<file path="src/rtl/scd_pkg.sv">
// Shared types, constants and the argument-length table of the sequence command decoder.
// No dependencies; imported by every module of the block.
`default_nettype none

package scd_pkg;

  // Configuration register indexes
  localparam logic [1:0] CFG_SEQUENCE_BASE    = 2'd0;
  localparam logic [1:0] CFG_TRACK_START      = 2'd1;
  localparam logic [1:0] CFG_NOTEWAIT_DEFAULT = 2'd2;

  // Argument kinds: 0..5 fixed argument bytes, plus two special codes
  localparam logic [2:0] KIND_VAR = 3'd6;
  localparam logic [2:0] KIND_BAD = 3'd7;

  // Command codes with special handling
  localparam logic [7:0] CODE_NOTE_LIMIT = 8'h80;
  localparam logic [7:0] CODE_END        = 8'hFF;

  // Finished-command queue between front and back
  localparam int unsigned QUEUE_DEPTH = 4;
  localparam int unsigned QPTR_W      = $clog2(QUEUE_DEPTH);
  localparam int unsigned QCNT_W      = $clog2(QUEUE_DEPTH + 1);

  typedef enum logic [2:0] {
    PH_IDLE,
    PH_VEL,
    PH_VARLEN,
    PH_FIXED,
    PH_STOP
  } phase_t;

  // One finished command handed from front to queue
  typedef struct packed {
    logic       valid;
    logic [7:0] code;
  } cmd_push_t;

  // Queue status seen by the back and the top level
  typedef struct packed {
    logic full;
    logic empty;
  } queue_status_t;

  // Argument bytes that follow a command code
  function automatic logic [2:0] arg_kind(input logic [7:0] c);
    logic [2:0] k;
    k = KIND_BAD;
    if (c < CODE_NOTE_LIMIT) begin
      k = 3'd1;
    end else begin
      case (c) inside
        8'h80, 8'h81:                   k = KIND_VAR;
        8'h93:                          k = 3'd4;
        8'h94, 8'h95:                   k = 3'd3;
        8'hA0:                          k = 3'd5;
        8'hA1:                          k = 3'd2;
        8'hA2, 8'hFC, 8'hFD:            k = 3'd0;
        [8'hB0:8'hB6], [8'hB8:8'hBD]:   k = 3'd3;
        [8'hC0:8'hD6]:                  k = 3'd1;
        8'hE0, 8'hE1, 8'hE3, 8'hFE:     k = 3'd2;
        default:                        k = KIND_BAD;
      endcase
    end
    return k;
  endfunction

endpackage

`default_nettype wire

</file>
<file path="src/rtl/sequence_command_decoder.sv">
// Sequence command decoder: a user takes one sequence byte per cycle at in_ready and gets one
// transaction per finished command carrying its code. A byte is taken every cycle while the
// four-entry command queue has room; at the earliest, out_valid rises at the clock edge right
// after the one that takes a command's last byte. After the end-of-track code or an unknown
// code, bytes are still taken but give no result until reset. Configuration writes are taken
// every cycle; sequence_base, track_start and notewait_default are held here but feed nothing
// that reaches the code stream.
// Depends on scd_pkg, scd_front, scd_queue and scd_back.
`default_nettype none

module sequence_command_decoder (
  input  wire logic        clk,
  input  wire logic        rst_n,
  input  wire logic        cfg_valid,
  output logic             cfg_ready,
  input  wire logic [1:0]  cfg_index,
  input  wire logic [31:0] cfg_data,
  input  wire logic        in_valid,
  output logic             in_ready,
  input  wire logic [7:0]  in_data_byte,
  output logic             out_valid,
  input  wire logic        out_ready,
  output logic [7:0]       out_command_code
);
  import scd_pkg::*;

  cmd_push_t     push;
  queue_status_t q_status;
  logic          stopped;
  logic          byte_take;
  logic          pop;
  logic [7:0]    head_code;

  logic [31:0] sequence_base_r;
  logic [31:0] track_start_r;
  logic        notewait_default_r;

  // Configuration registers
  assign cfg_ready = 1'b1;

  always_ff @(posedge clk) begin
    if (!rst_n) begin
      sequence_base_r    <= '0;
      track_start_r      <= '0;
      notewait_default_r <= 1'b1;
    end else if (cfg_valid) begin
      case (cfg_index)
        CFG_SEQUENCE_BASE:    sequence_base_r    <= cfg_data;
        CFG_TRACK_START:      track_start_r      <= cfg_data;
        CFG_NOTEWAIT_DEFAULT: notewait_default_r <= cfg_data[0];
        default:              ;
      endcase
    end
  end

  // Take a byte whenever the queue has room
  assign in_ready  = !q_status.full;
  assign byte_take = in_valid && in_ready;

  scd_front u_front (
    .clk       (clk),
    .rst_n     (rst_n),
    .byte_take (byte_take),
    .data_byte (in_data_byte),
    .push      (push),
    .stopped   (stopped)
  );

  scd_queue u_queue (
    .clk       (clk),
    .rst_n     (rst_n),
    .push      (push),
    .pop       (pop),
    .head_code (head_code),
    .status    (q_status)
  );

  scd_back u_back (
    .clk              (clk),
    .rst_n            (rst_n),
    .q_status         (q_status),
    .head_code        (head_code),
    .pop              (pop),
    .out_valid        (out_valid),
    .out_ready        (out_ready),
    .out_command_code (out_command_code)
  );

`ifndef SYNTHESIS
  a_no_push_full: assert property (@(posedge clk) disable iff (!rst_n)
    push.valid |-> !q_status.full)
    else $error("command pushed into full queue");

  a_no_push_stopped: assert property (@(posedge clk) disable iff (!rst_n)
    stopped |-> !push.valid)
    else $error("command finished after track stop");

  a_out_from_queue: assert property (@(posedge clk) disable iff (!rst_n)
    $rose(out_valid) |-> $past(pop))
    else $error("result presented without queue pop");

  a_pop_not_empty: assert property (@(posedge clk) disable iff (!rst_n)
    pop |-> !q_status.empty)
    else $error("pop from empty queue");
`endif

endmodule

`default_nettype wire

</file>
<file path="src/rtl/scd_front.sv">
// Front part of the sequence command decoder: byte parser that spots command boundaries.
// Depends on scd_pkg.
`default_nettype none

module scd_front (
  input  wire logic              clk,
  input  wire logic              rst_n,
  input  wire logic              byte_take,
  input  wire logic [7:0]        data_byte,
  output scd_pkg::cmd_push_t     push,
  output logic                   stopped
);
  import scd_pkg::*;

  phase_t     phase_r, phase_nxt;
  logic [7:0] pending_code_r, pending_code_nxt;
  logic [2:0] bytes_remaining_r, bytes_remaining_nxt;
  logic [2:0] kind;

  assign kind    = arg_kind(data_byte);
  assign stopped = (phase_r == PH_STOP);

  // Next phase and finished-command push
  always_comb begin
    phase_nxt           = phase_r;
    pending_code_nxt    = pending_code_r;
    bytes_remaining_nxt = bytes_remaining_r;
    push.valid          = 1'b0;
    push.code           = pending_code_r;
    if (byte_take) begin
      case (phase_r)
        PH_IDLE: begin
          pending_code_nxt = data_byte;
          push.code        = data_byte;
          if (data_byte == CODE_END || kind == KIND_BAD) begin
            push.valid = 1'b1;
            phase_nxt  = PH_STOP;
          end else if (data_byte < CODE_NOTE_LIMIT) begin
            phase_nxt = PH_VEL;
          end else if (kind == KIND_VAR) begin
            phase_nxt = PH_VARLEN;
          end else if (kind == 3'd0) begin
            push.valid = 1'b1;
          end else begin
            bytes_remaining_nxt = kind;
            phase_nxt           = PH_FIXED;
          end
        end
        PH_VEL: phase_nxt = PH_VARLEN;
        PH_VARLEN: begin
          // continuation bit set: more length bytes follow
          if (!data_byte[7]) begin
            push.valid = 1'b1;
            phase_nxt  = PH_IDLE;
          end
        end
        PH_FIXED: begin
          bytes_remaining_nxt = bytes_remaining_r - 3'd1;
          if (bytes_remaining_r <= 3'd1) begin
            bytes_remaining_nxt = 3'd0;
            push.valid          = 1'b1;
            phase_nxt           = PH_IDLE;
          end
        end
        PH_STOP: phase_nxt = PH_STOP;
        default: phase_nxt = PH_IDLE;
      endcase
    end
  end

  // Hold parser state
  always_ff @(posedge clk) begin
    if (!rst_n) begin
      phase_r           <= PH_IDLE;
      pending_code_r    <= '0;
      bytes_remaining_r <= '0;
    end else begin
      phase_r           <= phase_nxt;
      pending_code_r    <= pending_code_nxt;
      bytes_remaining_r <= bytes_remaining_nxt;
    end
  end

endmodule

`default_nettype wire

</file>
<file path="src/rtl/scd_queue.sv">
// Short queue of finished command codes between front and back.
// Depends on scd_pkg.
`default_nettype none

module scd_queue (
  input  wire logic                 clk,
  input  wire logic                 rst_n,
  input  wire scd_pkg::cmd_push_t   push,
  input  wire logic                 pop,
  output logic [7:0]                head_code,
  output scd_pkg::queue_status_t    status
);
  import scd_pkg::*;

  logic [7:0]        mem_r [QUEUE_DEPTH];
  logic [QPTR_W-1:0] wr_ptr_r, rd_ptr_r;
  logic [QCNT_W-1:0] count_r;

  assign status.full  = (count_r == QCNT_W'(QUEUE_DEPTH));
  assign status.empty = (count_r == '0);
  assign head_code    = mem_r[rd_ptr_r];

  // Store entries
  always_ff @(posedge clk) begin
    if (push.valid) begin
      mem_r[wr_ptr_r] <= push.code;
    end
  end

  // Advance pointers and count
  always_ff @(posedge clk) begin
    if (!rst_n) begin
      wr_ptr_r <= '0;
      rd_ptr_r <= '0;
      count_r  <= '0;
    end else begin
      if (push.valid) wr_ptr_r <= wr_ptr_r + QPTR_W'(1);
      if (pop)        rd_ptr_r <= rd_ptr_r + QPTR_W'(1);
      case ({push.valid, pop})
        2'b10:   count_r <= count_r + QCNT_W'(1);
        2'b01:   count_r <= count_r - QCNT_W'(1);
        default: count_r <= count_r;
      endcase
    end
  end

endmodule

`default_nettype wire

</file>
<file path="src/rtl/scd_back.sv">
// Back part: takes finished commands from the queue and presents them on the result channel.
// Depends on scd_pkg.
`default_nettype none

module scd_back (
  input  wire logic                   clk,
  input  wire logic                   rst_n,
  input  wire scd_pkg::queue_status_t q_status,
  input  wire logic [7:0]             head_code,
  output logic                        pop,
  output logic                        out_valid,
  input  wire logic                   out_ready,
  output logic [7:0]                  out_command_code
);
  import scd_pkg::*;

  logic       out_valid_r;
  logic [7:0] out_code_r;

  // Refill the output register when it is empty or being taken
  assign pop = !q_status.empty && (!out_valid_r || out_ready);

  always_ff @(posedge clk) begin
    if (!rst_n) begin
      out_valid_r <= 1'b0;
    end else if (pop) begin
      out_valid_r <= 1'b1;
    end else if (out_ready) begin
      out_valid_r <= 1'b0;
    end
  end

  always_ff @(posedge clk) begin
    if (pop) begin
      out_code_r <= head_code;
    end
  end

  assign out_valid        = out_valid_r;
  assign out_command_code = out_code_r;

endmodule

`default_nettype wire

</file>
<file path="config.mk">
export PLATFORM = sky130hd
export DESIGN_NAME = sequence_command_decoder
export DESIGN_NICKNAME = d
export VERILOG_FILES = /design/src/rtl/scd_pkg.sv /design/src/rtl/sequence_command_decoder.sv /design/src/rtl/scd_front.sv /design/src/rtl/scd_queue.sv /design/src/rtl/scd_back.sv
export SDC_FILE = /design/constraint.sdc
export NUM_CORES = 1
export LEC_CHECK = 0
export ABC_AREA = 1
export BUFFER_PORTS_ARGS = -buffer_cell sky130_fd_sc_hd__buf_2
export CORE_MARGIN = 2
export CORE_UTILIZATION = 55
export DETAILED_ROUTE_END_ITERATION = 6
export HOLD_SLACK_MARGIN = 0.08
export PLACE_DENSITY = 0.86
export SLEW_MARGIN = 20
export SYNTH_ARGS = -nofsm -noshare
export SYNTH_HDL_FRONTEND = slang
export SYNTH_SLANG_ARGS = --single-unit
</file>
<file path="constraint.sdc">
create_clock -name clk -period 3 [get_ports clk]
set_input_delay 0.15 -clock clk [delete_from_list [all_inputs] [get_ports clk]]
set_output_delay 0.15 -clock clk [all_outputs]
set_load 0.05 [all_outputs]
</file>
==> metrics.md <==
| Metric | Value |
|---|---|
| DRC | `0` |
| Die width | `~78 um` |
| Post-cts repair resize count | `0` |
| Core ar. | `between 5000 and 6000 um^2` |
| Site row count | `27` |
| CP Capture Type | `flip-flop` |
| Synth cell types | `37` |
| DRT iter0 DRCs | `~170` |
| Routed wire length | `5294 um` |
| Complex-gate fraction of the synthesized area | `13.61%` |
| Status | `completed` |
| Initial antenna violation count | `0` |
| Via density | `5.230` |
| Layout area overhead | `11.56%` |
| Inserted Diodes | `0` |
| Post-route cell area | `3405 um^2` |
| Setup WS post-layout | `0.4494 ns` |
| Syn. warnings | `0` |
| Inserted Clock Buffers | `9` |
| Part of the power in registers | `between 40% and 50%` |
| Vias | `2202` |
| Ports | `a little under 60` |
| Final Hold Fails | `0` |
| Unrepaired setup endpoints after global routing | `false` |
| Post-DP Area | `roughly 3300 um^2` |
| # clock sinks | `62` |
| Leakage | `~1.3 nW` |
| Fin Setup TNS | `0 ns` |
| First-pass GRT wire length | `9273 um` |
| Largest net degree at the start of global routing | `25` |
| P_sw | `about 1.1 mW` |
| Simple-gate share of the synthesized area | `between 20 and 25%` |
| Fin. max-slew vios | `0` |
| Switching Share | `38.46%` |
| Overflow after GRT | `0` |
| Setup-failing EPs final | `0` |
| HPWL Detailed | `around 4000 um` |
| Port buffer count | `21` |
| Register-to-register setup slack | `~0.45 ns` |
| Clock skew | `~0.0091 ns` |
| Worst path arrival time | `around 2.8 ns` |
| Placer Congestion | `about 0.87` |
| Critical path peak fanout | `7` |
| Max VDD drop | `0.0003677 V` |
| Post-synthesis mux area share | `0%` |
| Clock latency at the later pin of the worst-skew pair | `between 0.3 and 0.4 ns` |
| Fin crit period | `2.551 ns` |
| Router iterations before antenna repair | `5` |
| Worst min path class | `in -> reg` |
| Pre-CTS setup slack | `0.4529 ns` |
| Vias in the first global route | `about 2200` |
| Synth Area in Adders | `under 10%` |
| Largest family of logic cells by synthesized area | `simple AND/OR/NAND/NOR gates` |
| Clk root buf | `clkbuf_8` |
| Fraction of layout cells with a size suffix above 1 | `approximately 23%` |
| Max Root-Sink Buffers | `2` |
| Initial core utilization | `a little under three fifths` |
| Synthesized Nets | `roughly 370` |
| Internal power | `around 1.7 mW` |
| Clock power frac | `20.3%` |
| Gr usage total | `19.71%` |
| XOR/XNOR share of the synthesized area | `less than 1%` |
| DR WL/cell | `approximately 13 um` |
| #FFs+latches synth | `62` |
| Final net count | `about 400` |
| CTS H-Tree Depth | `3` |
| Mapped Cells | `313` |
| TritonCTS clock tree | `done` |
| Pwr Density | `between 800 and 900 nW/um^2` |
| Comb power frac | `between 30% and 40%` |
| Max Freq | `between 0.3 and 0.4 GHz` |
| Number of max-cap violations | `0` |
| Die footprint | `6161 um^2` |
| Worst setup path class | `reg -> reg` |
| Die height | `roughly 78 um` |
| Seq/Total Area, Yosys | `a little over half` |
| Worst Path Required | `approximately 3.2 ns` |
| Hold Buf Count CTS | `0` |
| Cell Area, Synth | `3052 um^2` |
| Clock-pin slew on the worst setup and hold paths | `around 0.06 ns` |
| Final period util | `between 80% and 90%` |
| Post-DRT Antenna Nets | `0` |
| Number of setup buffers added after CTS | `0` |
| Mean post-synth cell area | `about 10 um^2` |
| Pwr Total | `between 2 and 3 mW` |
| Setup crit start kind | `flip-flop` |
worst paths after layout:
check                                  to  cells after the start                         start
min reg2reg            u_queue.count_r[2]                      2            u_queue.count_r[2]
max reg2reg            u_queue.count_r[2]                     14  u_front.bytes_remaining_r[1]
min          u_front.bytes_remaining_r[2]                      3                         rst_n
max                    u_queue.count_r[2]                     14  u_front.bytes_remaining_r[1]
synthesized netlist by cell type:
| cell | instances | area share (%) |
|---|---|---|
| and2_2 | 1 | 0.25 |
| nand4_4 | 1 | 0.70 |
| o22ai_1 | 10 | 2.1 |
| nand2_2 | 3 | 0.62 |
| nor3_4 | 1 | 0.53 |
| inv_1 | 31 | 3.8 |
| nand2_4 | 5 | 1.8 |
| buf_2 | 1 | 0.16 |
| clkbuf_8 | 1 | 0.45 |
| inv_4 | 1 | 0.21 |
| o21ai_0 | 27 | 4.4 |
| xnor2_1 | 1 | 0.29 |
| nand2_1 | 29 | 3.6 |
| clkbuf_1 | 5 | 0.62 |
| o21bai_1 | 1 | 0.25 |
| nor2_2 | 7 | 1.4 |
| a21oi_1 | 18 | 3.0 |
| nor3_1 | 1 | 0.16 |
| nor3_2 | 1 | 0.33 |
| nand3_4 | 2 | 1.1 |
| dfxtp_1 | 22 | 14 |
| nand4_1 | 2 | 0.41 |
| nand4_2 | 1 | 0.41 |
| buf_4 | 1 | 0.25 |
| ha_1 | 7 | 2.9 |
| fa_1 | 1 | 0.66 |
| inv_2 | 7 | 0.86 |
| a211oi_4 | 1 | 0.66 |
| nor2_4 | 5 | 1.8 |
| a31oi_1 | 1 | 0.21 |
| conb_1 | 1 | 0.12 |
| a21oi_2 | 3 | 0.86 |
| a211oi_1 | 9 | 2.2 |
| edfxtp_1 | 40 | 39 |
| nand3_2 | 3 | 0.98 |
| nand3_1 | 11 | 1.8 |
| nor2_1 | 51 | 6.3 |
cells by family after synthesis:
logic type | count (synthesis)
xor+xnor | 1
buf+inv | 47
other cells | 1
compound gates | 70
simple gates | 124
flops | 62
fa+ha+maj | 8
layer usage:
metal,up-vias,part of all wire (%),wire [um],track usage (%)
met5,-,0,0,0
met3,9,4.8,254,5.747
met1,1023,43,2255,22.14
li1,1125,-,-,-
met2,45,51,2712,35.17
met4,0,1.3,71,7.719
cell usage in the layout, fill, tap and decap left out, drive strengths merged, types with 13 or more instances in the layout:
cell type,synthesis,layout
nand2,37,37
clkbuf,6,13
nand3,16,16
edfxtp,40,40
nor2,63,63
buf,2,28
dfxtp,22,22
inv,39,39
o21ai,27,27
a21oi,21,21
state kept, by name (all words and copies together), names as in the netlist:
name / count
u_back.out_command_code: 8
u_back.out_valid: 1
u_front.bytes_remaining_r: 3
u_front.pending_code_r: 8
u_front.phase_r: 3
u_queue.count_r: 3
u_queue.mem_r: 32
u_queue.rd_ptr_r: 2
u_queue.wr_ptr_r: 2
through the flow:
step	cells	hold slack, ns	utilization, %
final	421	0.1399	62.59
after global routing	421	0.1436	62.59
after CTS	421	0.1205	62.59
after detailed placement	405	0.4781	59.83
after global placement	405	0.4731	59.83
after floorplan	313	0.3124	-
critical path: stages (launching register included):
cell      delay, ns
dfxtp_1        0.32
inv_1          0.07
ha_1           0.17
o21bai_1       0.14
and2_2         0.19
a211oi_4       0.26
nand2_4        0.09
nand2_4        0.10
ha_1           0.15
inv_1          0.07
fa_1           0.38
a21oi_1        0.16
o21ai_0        0.12
o21ai_0        0.16
a21oi_1        0.05
area by class of cell:
cell class              count  area, um^2
repair buffers             28       157.7
multi-input cells         204        1216
flip-flops and latches     62        1642
inverters                  39       148.9
well taps                  72       90.09
clock buffers              13       138.9
clock inverters             3       11.26
fillers                   455        2034
power by group through the flow:
| stage | clock network (mW) | logic (mW) | registers (mW) |
|---|---|---|---|
| 3_5_place_dp | 0 | 1.04 | 1.23 |
| 5_1_grt | 0.625 | 1.17 | 1.23 |
| 2_1_floorplan | 0 | 0.580 | 1.45 |
| 4_1_cts | 0.593 | 1.04 | 1.21 |
| 3_3_place_gp | 0 | 0.994 | 1.22 |
| 6_report | 0.574 | 1.03 | 1.21 |
Note: power is estimated with default switching activity, not from simulation.
